## config.mk

```make
export PLATFORM = sky130hd
export DESIGN_NAME = lcm_by_multiple_search_flat
export DESIGN_NICKNAME = d
export VERILOG_FILES = /design/src/hdl/lcm_pkg.sv /design/src/hdl/lcm_if.sv /design/src/hdl/lcm_ctrl.sv /design/src/hdl/lcm_datapath.sv /design/src/hdl/lcm_by_multiple_search.sv /design/src/flat_wrapper.sv
export SDC_FILE = /design/constraint.sdc
export NUM_CORES = 1
export LEC_CHECK = 0
export ABC_AREA = 1
export BUFFER_PORTS_ARGS = -buffer_cell sky130_fd_sc_hd__buf_2
export CAP_MARGIN = 40
export CORE_MARGIN = 3
export CORE_UTILIZATION = 51
export DETAILED_ROUTE_END_ITERATION = 10
export GPL_TIMING_DRIVEN = 0
export HOLD_SLACK_MARGIN = 0.06
export MAX_ROUTING_LAYER = met4
export PLACE_DENSITY = 0.71
export SYNTH_ARGS = -nofsm -noshare
export SYNTH_HDL_FRONTEND = slang
export SYNTH_HIERARCHICAL = 1
export SYNTH_SLANG_ARGS = --single-unit
```

## constraint.sdc

```tcl
create_clock -name clock -period 4.8 [get_ports clock]
set_clock_uncertainty 0.2 [all_clocks]
set_input_delay 0.96 -clock clock [delete_from_list [all_inputs] [get_ports clock]]
set_output_delay 0.96 -clock clock [all_outputs]
set_load 0.01 [all_outputs]
```

## src/hdl/lcm_pkg.sv

```systemverilog
// Shared widths, state encoding and controller/datapath handshake types.
`timescale 1ns / 1ps

package lcm_pkg;

   localparam int OPERAND_WIDTH = 16;
   localparam int RESULT_WIDTH  = 32;
   localparam int COUNT_WIDTH   = (OPERAND_WIDTH > 1) ? $clog2(OPERAND_WIDTH) : 1;

   typedef enum logic [1:0] {
      ST_IDLE,
      ST_DIVIDE,
      ST_SEARCH
   } lcm_state_type;

   typedef struct packed {
      logic load;
      logic div_step;
      logic search_step;
      logic load_out;
   } lcm_cmd_type;

   typedef struct packed {
      logic small_zero;
      logic div_last;
      logic hit;
      logic slot_free;
   } lcm_status_type;

endpackage

```

## src/hdl/lcm_if.sv

```systemverilog
// Valid/ready channel interfaces for operand and result beats.
`timescale 1ns / 1ps

interface lcm_req_if;
   logic                             valid;
   logic                             ready;
   logic [lcm_pkg::OPERAND_WIDTH-1:0] first_operand;
   logic [lcm_pkg::OPERAND_WIDTH-1:0] second_operand;

   modport source (output valid, output first_operand, output second_operand, input ready);
   modport sink   (input valid, input first_operand, input second_operand, output ready);
endinterface

interface lcm_rsp_if;
   logic                            valid;
   logic                            ready;
   logic [lcm_pkg::RESULT_WIDTH-1:0] multiple;

   modport source (output valid, output multiple, input ready);
   modport sink   (input valid, input multiple, output ready);
endinterface

```

## src/hdl/lcm_ctrl.sv

```systemverilog
// Sequencing state machine: load, remainder division, multiple search, hand-off.
`timescale 1ns / 1ps

module lcm_ctrl (
   input  logic                    clock,
   input  logic                    reset,
   input  logic                    req_valid,
   output logic                    req_ready,
   input  lcm_pkg::lcm_status_type status,
   output lcm_pkg::lcm_cmd_type    cmd
);
   import lcm_pkg::*;

   lcm_state_type state_ff;
   lcm_state_type state_in;

   always_ff @(posedge clock) begin
      if (reset) begin
         state_ff <= ST_IDLE;
      end else begin
         state_ff <= state_in;
      end
   end

   always_comb begin
      state_in  = state_ff;
      cmd       = '0;
      req_ready = 1'b0;
      unique case (state_ff)
         ST_IDLE: begin
            req_ready = 1'b1;
            if (req_valid) begin
               cmd.load = 1'b1;
               state_in = ST_DIVIDE;
            end
         end
         ST_DIVIDE: begin
            // a zero smaller operand needs no remainder: the search hits at once
            if (status.small_zero) begin
               state_in = ST_SEARCH;
            end else begin
               cmd.div_step = 1'b1;
               if (status.div_last) begin
                  state_in = ST_SEARCH;
               end
            end
         end
         ST_SEARCH: begin
            if (status.hit) begin
               // hold the answer until the output register can take it
               if (status.slot_free) begin
                  cmd.load_out = 1'b1;
                  state_in     = ST_IDLE;
               end
            end else begin
               cmd.search_step = 1'b1;
            end
         end
         default: begin
            state_in = ST_IDLE;
         end
      endcase
   end

   no_step_while_idle : assert property (@(posedge clock) disable iff (reset)
      (state_ff == ST_IDLE) |-> !(cmd.div_step || cmd.search_step || cmd.load_out))
      else $error("datapath stepped while idle");

   search_follows_division : assert property (@(posedge clock) disable iff (reset)
      (cmd.div_step && status.div_last) |=> (state_ff == ST_SEARCH))
      else $error("search did not follow the last division step");

   result_only_on_hit : assert property (@(posedge clock) disable iff (reset)
      $rose(state_ff == ST_IDLE) |-> $past(status.hit && status.slot_free))
      else $error("returned to idle without a delivered result");

endmodule

```

## src/hdl/lcm_datapath.sv

```systemverilog
// Operand registers, bit-serial remainder unit, running-remainder search, result register.
`timescale 1ns / 1ps

module lcm_datapath (
   input  logic                                clock,
   input  logic                                reset,
   input  logic [lcm_pkg::OPERAND_WIDTH-1:0]   first_operand,
   input  logic [lcm_pkg::OPERAND_WIDTH-1:0]   second_operand,
   input  lcm_pkg::lcm_cmd_type                cmd,
   output lcm_pkg::lcm_status_type             status,
   input  logic                                rsp_ready,
   output logic                                rsp_valid,
   output logic [lcm_pkg::RESULT_WIDTH-1:0]    rsp_multiple
);
   import lcm_pkg::*;

   logic                     first_gt;
   logic [OPERAND_WIDTH-1:0] big;
   logic [OPERAND_WIDTH-1:0] small_op;

   logic [OPERAND_WIDTH-1:0] big_ff;
   logic [OPERAND_WIDTH-1:0] small_ff;
   logic [OPERAND_WIDTH-1:0] shift_ff;
   logic [OPERAND_WIDTH:0]   part_ff;
   logic [COUNT_WIDTH-1:0]   cnt_ff;
   logic [OPERAND_WIDTH-1:0] d_ff;
   logic [OPERAND_WIDTH-1:0] r_ff;
   logic [RESULT_WIDTH-1:0]  acc_ff;
   logic [RESULT_WIDTH-1:0]  out_ff;
   logic                     out_valid_ff;

   logic [OPERAND_WIDTH:0]   shifted;
   logic [OPERAND_WIDTH:0]   part_in;
   logic [OPERAND_WIDTH:0]   sum;
   logic [OPERAND_WIDTH:0]   sum_red;
   logic [OPERAND_WIDTH:0]   small_ext;

   assign first_gt  = first_operand > second_operand;
   assign big       = first_gt ? first_operand : second_operand;
   assign small_op  = first_gt ? second_operand : first_operand;
   assign small_ext = {1'b0, small_ff};

   // restoring remainder step: one dividend bit per beat
   assign shifted = {part_ff[OPERAND_WIDTH-1:0], shift_ff[OPERAND_WIDTH-1]};
   assign part_in = (shifted >= small_ext) ? shifted - small_ext : shifted;

   // next multiple's remainder: both terms are below small, so one subtract suffices
   assign sum     = {1'b0, r_ff} + {1'b0, d_ff};
   assign sum_red = (sum >= small_ext) ? sum - small_ext : sum;

   always_ff @(posedge clock) begin
      if (reset) begin
         small_ff <= '0;
         r_ff     <= '0;
         d_ff     <= '0;
      end else if (cmd.load) begin
         small_ff <= small_op;
         r_ff     <= '0;
      end else if (cmd.div_step && status.div_last) begin
         d_ff <= part_in[OPERAND_WIDTH-1:0];
         r_ff <= part_in[OPERAND_WIDTH-1:0];
      end else if (cmd.search_step) begin
         r_ff <= sum_red[OPERAND_WIDTH-1:0];
      end
   end

   always_ff @(posedge clock) begin
      if (cmd.load) begin
         big_ff   <= big;
         shift_ff <= big;
         part_ff  <= '0;
         cnt_ff   <= '0;
         acc_ff   <= (small_op == '0) ? '0 : RESULT_WIDTH'(big);
      end else begin
         if (cmd.div_step) begin
            part_ff  <= part_in;
            shift_ff <= {shift_ff[OPERAND_WIDTH-2:0], 1'b0};
            cnt_ff   <= cnt_ff + 1'b1;
         end
         if (cmd.search_step) begin
            acc_ff <= acc_ff + RESULT_WIDTH'(big_ff);
         end
      end
   end

   always_ff @(posedge clock) begin
      if (reset) begin
         out_valid_ff <= 1'b0;
      end else if (cmd.load_out) begin
         out_valid_ff <= 1'b1;
      end else if (rsp_ready) begin
         out_valid_ff <= 1'b0;
      end
   end

   always_ff @(posedge clock) begin
      if (cmd.load_out) begin
         out_ff <= acc_ff;
      end
   end

   assign status.small_zero = (small_ff == '0);
   assign status.div_last   = (cnt_ff == COUNT_WIDTH'(OPERAND_WIDTH - 1));
   assign status.hit        = (r_ff == '0);
   assign status.slot_free  = !out_valid_ff || rsp_ready;

   assign rsp_valid    = out_valid_ff;
   assign rsp_multiple = out_ff;

   remainder_reduced : assert property (@(posedge clock) disable iff (reset)
      (small_ff != '0) |-> (r_ff < small_ff))
      else $error("running remainder not below the smaller operand");

   search_starts_at_big : assert property (@(posedge clock) disable iff (reset)
      cmd.load |=> ((acc_ff == RESULT_WIDTH'(big_ff)) || (acc_ff == '0)))
      else $error("search did not start at the larger operand");

   result_taken_on_hit : assert property (@(posedge clock) disable iff (reset)
      cmd.load_out |=> (out_valid_ff && (out_ff == $past(acc_ff)) && (r_ff == '0)))
      else $error("result register loaded off a hit");

endmodule

```

## src/hdl/lcm_by_multiple_search.sv

```systemverilog
// Sequence: once the operand beat is taken, the remainder unit steps through every bit of
//   the larger operand, then the search walks its multiples up to lcm = larger * k
//   (k <= smaller); a zero operand skips both. A new beat is taken only once the result
//   is in the output register, so a result stall holds it off. Worst case: larger 65535
//   and smaller 65534, so k = 65534. Reset: synchronous, active high;
//   clears the controller, the result valid flag, the smaller operand and the remainders.
`timescale 1ns / 1ps

module lcm_by_multiple_search (
   input  logic      clock,
   input  logic      reset,
   lcm_req_if.sink   req_if,
   lcm_rsp_if.source rsp_if
);
   import lcm_pkg::*;

   lcm_cmd_type    cmd;
   lcm_status_type status;

   lcm_ctrl u_ctrl (
      .clock     (clock),
      .reset     (reset),
      .req_valid (req_if.valid),
      .req_ready (req_if.ready),
      .status    (status),
      .cmd       (cmd)
   );

   lcm_datapath u_datapath (
      .clock          (clock),
      .reset          (reset),
      .first_operand  (req_if.first_operand),
      .second_operand (req_if.second_operand),
      .cmd            (cmd),
      .status         (status),
      .rsp_ready      (rsp_if.ready),
      .rsp_valid      (rsp_if.valid),
      .rsp_multiple   (rsp_if.multiple)
   );

endmodule

```

## src/flat_wrapper.sv

```systemverilog
// flat-port wrapper written by rule: the top's interface ports become plain ports
module lcm_by_multiple_search_flat import lcm_pkg::*;
  (clock, reset, req_if_valid, req_if_first_operand, req_if_second_operand, req_if_ready, rsp_if_valid, rsp_if_multiple, rsp_if_ready);
  lcm_req_if req_if_i ();
  lcm_rsp_if rsp_if_i ();
  input  logic clock;
  input  logic reset;
  input wire logic [$bits(req_if_i.valid)-1:0] req_if_valid;
  input wire logic [$bits(req_if_i.first_operand)-1:0] req_if_first_operand;
  input wire logic [$bits(req_if_i.second_operand)-1:0] req_if_second_operand;
  output wire logic [$bits(req_if_i.ready)-1:0] req_if_ready;
  output wire logic [$bits(rsp_if_i.valid)-1:0] rsp_if_valid;
  output wire logic [$bits(rsp_if_i.multiple)-1:0] rsp_if_multiple;
  input wire logic [$bits(rsp_if_i.ready)-1:0] rsp_if_ready;
  assign req_if_i.valid = req_if_valid;
  assign req_if_i.first_operand = req_if_first_operand;
  assign req_if_i.second_operand = req_if_second_operand;
  assign req_if_ready = req_if_i.ready;
  assign rsp_if_valid = rsp_if_i.valid;
  assign rsp_if_multiple = rsp_if_i.multiple;
  assign rsp_if_i.ready = rsp_if_ready;
  lcm_by_multiple_search u_core (.clock(clock), .reset(reset), .req_if(req_if_i), .rsp_if(rsp_if_i));
endmodule
```

==> results of run 1 <==
## state kept, by name, indices dropped and copies added, names as in the netlist
name                            flops
u_core/u_datapath/small_ff         16
u_core/u_datapath/big_ff           16
u_core/u_datapath/r_ff             16
u_core/u_datapath/rsp_valid         1
u_core/u_datapath/cnt_ff            4
u_core/u_datapath/acc_ff           32
u_core/u_ctrl/state_ff              2
u_core/u_datapath/d_ff             16
u_core/u_datapath/rsp_multiple     32
u_core/u_datapath/part_ff          16
u_core/u_datapath/shift_ff         16
## cells in the mapped netlist (all sizes together)
cell,number
o31ai,1
nand4,11
nor2,150
and3,1
clkbuf,26
dfxtp,71
nand2,410
o21a,1
nor3,19
a21boi,6
nand3,106
o22ai,3
fa,4
buf,13
nor3b,1
ha,81
and2,2
a31o,1
nor4,9
xnor2,8
or2,4
o21bai,6
o21ai,138
edfxtp,96
a31oi,9
a21oi,110
xor2,23
a21o,10
inv,192
## power by group
group	internal (mW)	switching (mW)	leakage [nW]
combinational	0.792	1.71	4.24
clock	0.723	0.648	0.300
sequential	1.73	0.103	1.49
total	3.24	2.46	6.02
## worst max-delay path by stage
stage,endpoint,slack [ps],cells past startpoint
after floorplan,u_core/u_datapath/acc_ff[0],1320,7
after global routing,u_core/u_datapath/r_ff[14],390,26
after detailed placement,u_core/u_datapath/acc_ff[9],400,8
after CTS,u_core/u_datapath/r_ff[11],830,25
after global placement,u_core/u_datapath/acc_ff[31],-70,8
final,u_core/u_datapath/r_ff[11],800,25
## layout make-up
cell class                 count  area share, %
buffer                        39           1.53
sequential                   167           34.7
inverter                     192           5.82
timing repair buffer          71           3.17
tap                          275           2.78
clock inverter                15           1.37
clock buffer                  17           3.43
multi-input combinational   1114           47.2
## kinds of logic after synthesis
logic type	count (synthesis)	synth area share, %
DFF	167	39.0
xor gates and xnor gates	31	2.46
buffers and inverters	231	8.24
AOI/OAI and AO/OA	285	13.6
adders and majority gates	85	9.90
and+or+nand+nor	713	26.8
## cell usage in the layout (no fill, tap or decap), types with 4 or more instances in the layout
cell type	count
nand2_2	6
fa_1	4
dfxtp_1	71
buf_2	76
inv_1	191
a21oi_1	110
clkbuf_1	26
nand3_1	103
clkbuf_16	17
nand4_1	11
or2_2	4
inv_8	5
edfxtp_1	96
nand2_1	403
a21o_1	10
a31oi_1	9
nor2_1	149
o21bai_1	6
ha_1	81
nor4_1	9
buf_6	4
xor2_1	23
o21ai_1	7
o21ai_0	131
nor3_1	17
xnor2_1	8
a21boi_0	6
## layer usage
metal | track usage [%] | up-vias | wire length (um)
met3 | 4.61 | 54 | 1970
met1 | 35.8 | 4690 | 13900
met2 | 41.6 | 332 | 13600
met4 | 8.36 | 0 | 776
li1 | - | 5193 | -
met5 | - | - | 0
==> impl_metrics.csv, run 1 <==
group,metric,value,unit
yosys,synthCells,1512,
global_routing,antenna_found_initial,0,
setup_path,r2r_setup_slack,800,ps
sta,setup_ws,797,ps
global_routing,grt_pass1_wl,48900,um
floorplan,fp.dieW,153,um
final_layout,final_area,0.0124,mm2
place,dp_hpwl,23400,um
yosys,synth_area,0.0110,mm2
route,via_count,10300,
global_routing,grt_overflow,0,
setup_path,cpPeakStageDelay,370,ps
floorplan,rows,53,
final_layout,nFillCells,1984,
sta,hold_viol_final,0,
route,firstDrtPassIters,7,
global_routing,grtUsageTotal,26.7,%
sta,rsz0062_at_grt,"false",
job,drv_cap,0,
setup_path,worstPathMaxFanout,10,
clock_network,tritoncts,"yes",
power_and_ir_drop,powerDensity,460,mW/mm2
yosys,syn_area_per_cell,7.30,um2
setup_path,worst-path-buf-inv,4,
setup_path,crit_top_cell,"nor2_1",
place,port_buffers,69,
sta,timing.fmax,0.250,GHz
final_layout,antennaDiodeCount,0,
setup_path,startpoint_type,"flop",
sta,hold_ws,255,ps
sta,finalCriticalPeriod,4000,ps
clock_network,cts_setup_buffers,0,
final_layout,nets,1723,
final_layout,multi_input_area,0.00584,mm2
worst_hold_path,min_from,"u_core/u_datapath/acc_ff[11]",
route,routedWlPerCell,16.0,um
sta,setup_violations,0,
yosys,synthDistinctLibCells,39,
status,status,"finished clean",
floorplan,start_util,52.2,%
yosys,netlist.top_cell.by_area,"edfxtp_1",
place,placedCellCount,1858,
sta,finalMaxSlewViolations,0,
final_layout,fin_cells,1890,
sta,maxSlewHeadroom,43.4,%
final_layout,regArea,0.00430,mm2
floorplan,die-area,0.0235,mm2
clock_network,clk_pin_slew,70,ps
route,detail_route.wirelength,30200,um
clock_network,cts_resized,0,
global_routing,grt_max_degree,33,
clock_network,ctsHoldBuffers,0,
setup_path,cp.arrival,4180,ps
floorplan,fp.dieH,153,um
setup_path,cp_data_required_time,4970,ps
clock_network,cts_root_buffer,"clkbuf_16",
final_layout,fin_util,58.6,%
yosys,synth_top_area_share,26.1,%
clock_network,cts_max_level,4,
worst_hold_path,worstHoldPathType,"flop to flop",
yosys,ys_ff_latch,167,
power_and_ir_drop,ir_worst_vdd,299,uV
setup_path,cp_slowest_cell,"dfxtp_1",
setup_path,r2r_cells,25,
power_and_ir_drop,power,5.70,mW
setup_path,regToRegStartpoint,"u_core/u_datapath/d_ff[0]",
route,avgViaCountPerCell,5.43,
sta,fin_crit_sh,83.4,%
sta,fin_setup_tns,0,ps
setup_path,end_kind,"flop",
route,first_iter_violations,695,
yosys,ys_warn_count,6,
clock_network,clock_path_buffers,2,
place,place_ws,404,ps
yosys,synthTopCellsByArea,"edfxtp_1 (26%), nand2_1 (14%), dfxtp_1 (13%)",
route,antenna_left,0,
yosys,seq_area_frac_synth,39.0,%
setup_path,rr_endpoint,"u_core/u_datapath/r_ff[11]",
final_layout,drive_gt1_share,8.36,%
floorplan,core,0.0212,mm2
setup_path,path_delay_family,"simple AND/OR/NAND/NOR gates",
place,placed_area,0.0118,mm2
clock_network,cts_buffers,17,
global_routing,grt_pass1_vias,9696,
route,route.detailed.drc,0,
floorplan,io_pins,70,
place,gp_congestion,0.965,
setup_path,crit_start,"u_core/u_datapath/d_ff[0]",
worst_hold_path,min_path_cells,0,
final_layout,area_delta_synth_final,12.2,%
sta,tightest_slew,846,ps
clock_network,cts_sinks,167,
setup_path,path_class,"flop to flop",
worst_hold_path,worstHoldEndpoint,"u_core/u_datapath/rsp_multiple[11]",
clock_network,clkLatencyLatePin,440,ps
yosys,syn_nets,1633,
power_and_ir_drop,p_leak,6.02,nW
(Power assumes the default switching activity.)
==> run 2, diff against run 1 <==
- ABC_AREA: 1 -> 0
- clock period: 4.8 -> 4 ns (I/O delays scaled with it)
==> run 2 against run 1 <==
  * Critical endpoint is now u_core/u_datapath/r_ff[15]
  * Combinational power fell by 6%
  * Global-route usage fell by 1.0 points
  * Largest power group unchanged
  * Highest routed layer unchanged
  * Synthesized area fell by 4.0%
  * Worst hold slack improved by 3.6 ps
  * The flow now finishes with violations (setup timing)
==> impl_metrics.csv, run 2 <==
group,metric,value,unit
global_routing,grt_max_degree,34,
global_routing,antenna_found_initial,0,
global_routing,grt_pass1_wl,44000,um
yosys,syn_nets,1224,
yosys,syn_area_per_cell,9.61,um2
sta,setup_ws,-542,ps
yosys,synth_edf_count,96,
setup_path,cp_slowest_cell,"a2111oi_4",
sta,finalCriticalPeriod,4540,ps
floorplan,io_pins,70,
yosys,synthDistinctLibCells,78,
setup_path,worstPathMaxFanout,5,
sta,maxSlewHeadroom,37.5,%
yosys,yosysMostFrequentCell,"nor2_1",
sta,fin_crit_sh,114,%
global_routing,grtUsageTotal,25.7,%
global_routing,grt_pass1_vias,8419,
final_layout,antennaDiodeCount,0,
final_layout,layout_commonest_cell,"nor2_1",
route,routedWlPerCell,18.9,um
yosys,synthCells,1103,
route,avgViaCountPerCell,6.07,
job,drv_cap,0,
sta,timing.fmax,0.220,GHz
yosys,ys_ff_latch,167,
power_and_ir_drop,power,6.22,mW
place,placedCellCount,1444,
global_routing,grt_overflow,0,
final_layout,drive_gt1_share,16.1,%
floorplan,rows,52,
status,violations,"setup timing",
setup_path,path_class,"flop to flop",
status,status,"complete, but fails checks",
setup_path,cp_data_required_time,4160,ps
final_layout,fin_cells,1498,
yosys,ys_warn_count,6,
final_layout,final_area,0.0124,mm2
setup_path,path_delay_family,"compound AO/OA/AOI/OAI gates",
power_and_ir_drop,powerDensity,503,mW/mm2
place,gp_congestion,0.986,
setup_path,path_cells,"ha_4, fa_2, a21o_1, a2111oi_4, a21oi_2, a31oi_4, buf_6, mux2i_2, a221oi_2, ha_1, a21oi_2, o221ai_2, nor2_1, o21a_2, o21a_4, buf_4, buf_16, or3_4, o211ai_1",
setup_path,crit_top_cell,"a21oi_2",
final_layout,nets,1336,
sta,finalMaxSlewViolations,0,
sta,fin_setup_tns,-6890,ps
setup_path,cpPeakStageDelay,440,ps
sta,hold_viol_final,0,
route,firstDrtPassIters,5,
yosys,synth_top_cells_by_count,"nor2_1 (122), edfxtp_1 (96), a21oi_1 (83)",
floorplan,fp.dieW,150,um
clock_network,cts_buffers,17,
yosys,netlist.top_cell.by_area,"edfxtp_1",
yosys,yosys_most_used_dff,"edfxtp_1",
route,via_count,9095,
clock_network,cts_sinks,167,
power_and_ir_drop,ir_worst_vdd,325,uV
yosys,synth_top_area_share,27.2,%
final_layout,fin_util,61.0,%
yosys,seq_area_frac_synth,40.6,%
setup_path,worst-path-buf-inv,3,
place,port_buffers,69,
setup_path,startpoint_type,"flop",
clock_network,clk_pin_slew,70,ps
clock_network,cts_max_level,4,
power_and_ir_drop,p_leak,5.10,nW
floorplan,start_util,52.2,%
route,antenna_left,0,
yosys,synthTopCellsByArea,"edfxtp_1 (27%), dfxtp_1 (13%), ha_1 (9.6%)",
setup_path,cp.arrival,4700,ps
final_layout,mostFrequentLayoutCells,"nor2_1 (120), edfxtp_1 (96), inv_1 (78), a21oi_1 (78), ha_1 (78)",
place,place_ws,-1020,ps
worst_hold_path,worstHoldPathType,"flop to flop",
sta,rsz0062_at_grt,"true",
floorplan,fp.dieH,150,um
final_layout,area_delta_synth_final,16.7,%
clock_network,clock_path_buffers,2,
floorplan,core,0.0203,mm2
sta,hold_ws,259,ps
yosys,synth_area,0.0106,mm2
sta,tightest_slew,930,ps
place,placed_area,0.0114,mm2
place,dp_hpwl,21300,um
setup_path,end_kind,"flop",
clock_network,cts_root_buffer,"clkbuf_16",
sta,setup_violations,16,
route,route.detailed.drc,0,
floorplan,die-area,0.0226,mm2
route,detail_route.wirelength,28400,um
clock_network,tritoncts,"yes",
route,first_iter_violations,830,
clock_network,clkLatencyLatePin,430,ps
yosys,synthArstFlopShare,0,%
## run 2: cell count changes in the layout (fill, tap and decap cells not counted), sizes merged, moves of 12 or more
cell / change
a211oi: +51
a21oi: -24
and3: +13
buf: +21
inv: -115
mux2i: +56
nand2: -366
nand3: -71
nor2: -28
o21ai: -100
o22ai: +13
o31ai: +17
or3: +12
xnor2: +23
## run 2: repair_timing
action / CTS / global route
pin swaps: 12 / 35
setup buffers: 11 / 12
resized for setup: 13 / 25
endpoints found under the setup margin: 16 / 18
hold buffers: 0 / 0
gates cloned: 1 / 0
## run 2: logic make-up (layout without fill, tap and decap cells)
kind of cell | Yosys count | count (layout) | synth area share [%]
AO/OA/AOI/OAI | 302 | 302 | 19.7
adder cells (fa/ha/maj) | 85 | 85 | 10.3
buffers and inverters | 121 | 246 | 4.67
flip-flops | 167 | 167 | 40.6
XOR/XNOR | 48 | 48 | 3.97
AND/OR/NAND/NOR | 323 | 323 | 15.3
multiplexers | 57 | 57 | 5.43
## run 2: metal layers
metal,track usage [%],up-vias,routed length (um)
met5,-,-,0
met4,7.41,0,660
met3,4.61,52,1900
li1,-,4346,-
met2,39.4,365,12900
met1,35.1,4332,12900
## run 2: worst paths after layout
path	startpoint	end	slack (ps)	depth (start not counted)
max	u_core/u_datapath/r_ff[0]	u_core/u_datapath/r_ff[15]	-540	19
min	u_core/u_datapath/acc_ff[8]	u_core/u_datapath/rsp_multiple[8]	260	0
max reg2reg	u_core/u_datapath/r_ff[0]	u_core/u_datapath/r_ff[15]	-540	19
min reg2reg	u_core/u_datapath/acc_ff[8]	u_core/u_datapath/rsp_multiple[8]	260	0
## run 2: cell type report
| cell class | count | area, um2 |
|---|---|---|
| inverter | 79 | 297 |
| fill | 1745 | 7920 |
| timing repair buffer | 94 | 584 |
| clock inverter | 15 | 193 |
| sequential | 167 | 4310 |
| tap | 270 | 338 |
| multi-input combinational | 815 | 6030 |
| buffer | 41 | 203 |
| clock buffer | 17 | 425 |
## run 2: report_power, final
| part | internal, mW | total (mW) | switching, mW |
|---|---|---|---|
| Clock | 0.908 | 1.71 | 0.801 |
| Sequential | 2.03 | 2.16 | 0.127 |
| Combinational | 0.909 | 2.35 | 1.44 |
==> run 3, diff against run 2 <==
- ABC_AREA: 0 -> 1
==> run 3 against run 2 <==
  * Critical path type unchanged
  * Register-to-register slack gained 800 ps
  * Via count grew 13%
  * Die area grew 4.0%
  * Utilization shrank 2.1 points
  * Setup slack gained 800 ps
  * First-iteration DRC count shrank 7.3%
  * Global-route usage grew 1.0 points
  * The run now ends clean
  * Final cell count grew 26%
==> impl_metrics.csv, run 3 (synthesized netlist as in run 1, its figures left out) <==
group,metric,value,unit
power_and_ir_drop,ir_worst_vdd,357,uV
floorplan,fp.dieH,153,um
clock_network,ctsHoldBuffers,0,
final_layout,fin_cells,1891,
place,placedCellCount,1858,
clock_network,cts_buffers,17,
clock_network,cts_sinks,167,
global_routing,grt_max_degree,33,
clock_network,cts_max_level,4,
final_layout,final_area,0.0125,mm2
floorplan,rows,53,
setup_path,worst-path-buf-inv,1,
final_layout,area_delta_synth_final,12.7,%
sta,fin_setup_tns,0,ps
final_layout,layout_commonest_cell,"nand2_1",
final_layout,drive_gt1_share,8.91,%
place,dp_hpwl,23400,um
sta,finalCriticalPeriod,3740,ps
setup_path,end_kind,"flop",
global_routing,grt_pass1_vias,9696,
sta,maxSlewHeadroom,46.6,%
clock_network,cts_root_buffer,"clkbuf_16",
worst_hold_path,min_path_cells,0,
sta,hold_viol_final,0,
global_routing,grt_overflow,0,
sta,timing.fmax,0.267,GHz
setup_path,rr_endpoint,"u_core/u_datapath/r_ff[5]",
setup_path,cp_slowest_cell,"fa_2",
job,drv_cap,0,
clock_network,clkLatencyLatePin,440,ps
setup_path,worstPathMaxFanout,10,
place,place_ws,-236,ps
setup_path,cpPeakStageDelay,350,ps
place,port_buffers,69,
place,gp_congestion,0.965,
route,firstDrtPassIters,6,
place,placed_area,0.0118,mm2
setup_path,path_cells,"ha_1, fa_2, nand2_1, a21oi_2, a31o_2, xor2_1, ha_1, a21o_1, a21oi_1, nand2_1, nand3_1, nand2_1, nand2_1, nand3_2, buf_4, nor2_1, nor2_1, nor2_1, nor2_1",
sta,tightest_slew,792,ps
route,via_count,10300,
sta,fin_crit_sh,93.5,%
final_layout,mostFrequentLayoutCells,"nand2_1 (403), inv_1 (191), nor2_1 (146)",
route,detail_route.wirelength,30300,um
setup_path,path_delay_family,"simple AND/OR/NAND/NOR gates",
global_routing,globalRouteMet3Util,4.61,%
route,first_iter_violations,769,
clock_network,clk_pin_slew,70,ps
route,avgViaCountPerCell,5.43,
sta,setup_ws,259,ps
global_routing,use_met1,35.8,%
setup_path,r2r_cells,19,
worst_hold_path,worstHoldEndpoint,"u_core/u_datapath/rsp_multiple[26]",
route,antenna_left,0,
power_and_ir_drop,p_leak,6.03,nW
worst_hold_path,worstHoldPathType,"flop to flop",
route,routedWlPerCell,16.0,um
final_layout,antennaDiodeCount,0,
clock_network,tritoncts,"yes",
global_routing,grt_use_met2,41.6,%
setup_path,r2r_setup_slack,260,ps
floorplan,io_pins,70,
worst_hold_path,min_from,"u_core/u_datapath/acc_ff[26]",
floorplan,die-area,0.0235,mm2
global_routing,antenna_found_initial,0,
global_routing,grt_pass1_wl,48900,um
floorplan,core,0.0212,mm2
setup_path,cp.arrival,3850,ps
setup_path,startpoint_type,"flop",
floorplan,fp.dieW,153,um
sta,rsz0062_at_grt,"true",
sta,finalMaxSlewViolations,0,
sta,setup_violations,0,
setup_path,path_class,"flop to flop",
clock_network,clock_path_buffers,2,
floorplan,start_util,52.2,%
power_and_ir_drop,powerDensity,550,mW/mm2
global_routing,busiest_layer,"met2",
global_routing,grtUsageTotal,26.7,%
setup_path,regToRegStartpoint,"u_core/u_datapath/d_ff[0]",
setup_path,cp_data_required_time,4110,ps
status,status,"finished clean",
final_layout,nFillCells,1977,
final_layout,nets,1724,
route,route.detailed.drc,0,
[run 3: metrics by stage]
step	hold slack, ps	utilization (%)	power [mW]
2_1_floorplan	226	-	4.34
3_3_place_gp	235	55.5	5.08
3_5_place_dp	244	55.7	5.15
4_1_cts	261	58.6	6.79
5_1_grt	265	58.9	7.36
6_report	255	58.9	6.85
[run 3: final cells by class]
type,count,area (um2),share of cell area (%)
Buffer,39,191,1.54
Clock buffer,17,425,3.42
Clock inverter,15,170,1.37
Inverter,192,721,5.79
Multi-Input combinational cell,1114,5890,47.3
Sequential cell,167,4300,34.6
Tap cell,275,344,2.76
Timing Repair Buffer,72,400,3.22
[run 3: what timing repair did]
action                                 CTS  global route
endpoints found under the hold margin    0             0
resized for setup                        0            12
setup endpoints to repair                0            48
setup buffers                            0             1
[run 3: metal layers]
metal | up-vias | part of all wire [%] | wire, um
met3 | 49 | 6.6 | 1990
met1 | 4726 | 46 | 13800
met5 | - | 0 | 0
li1 | 5198 | - | -
met4 | 0 | 2.4 | 714
met2 | 299 | 45 | 13700
[run 3: worst max-delay path by stage]
stage / start / slack, ps / endpoint / cells past startpoint
CTS: u_core/u_datapath/d_ff[0] / 30 / u_core/u_datapath/r_ff[11] / 25
global route: u_core/u_datapath/r_ff[0] / -40 / u_core/u_datapath/r_ff[14] / 21
finish: u_core/u_datapath/d_ff[0] / 260 / u_core/u_datapath/r_ff[5] / 19
global placement: req_if_valid / -710 / u_core/u_datapath/acc_ff[31] / 8
floorplan: u_core/u_datapath/d_ff[0] / 640 / u_core/u_datapath/r_ff[13] / 26
detailed placement: req_if_valid / -240 / u_core/u_datapath/acc_ff[9] / 8
[run 3: where the power goes]
| group | total [mW] | switching [mW] | internal (mW) |
|---|---|---|---|
| Clock | 1.64 | 0.775 | 0.868 |
| Combinational | 3.01 | 2.06 | 0.957 |
| Sequential | 2.20 | 0.124 | 2.07 |
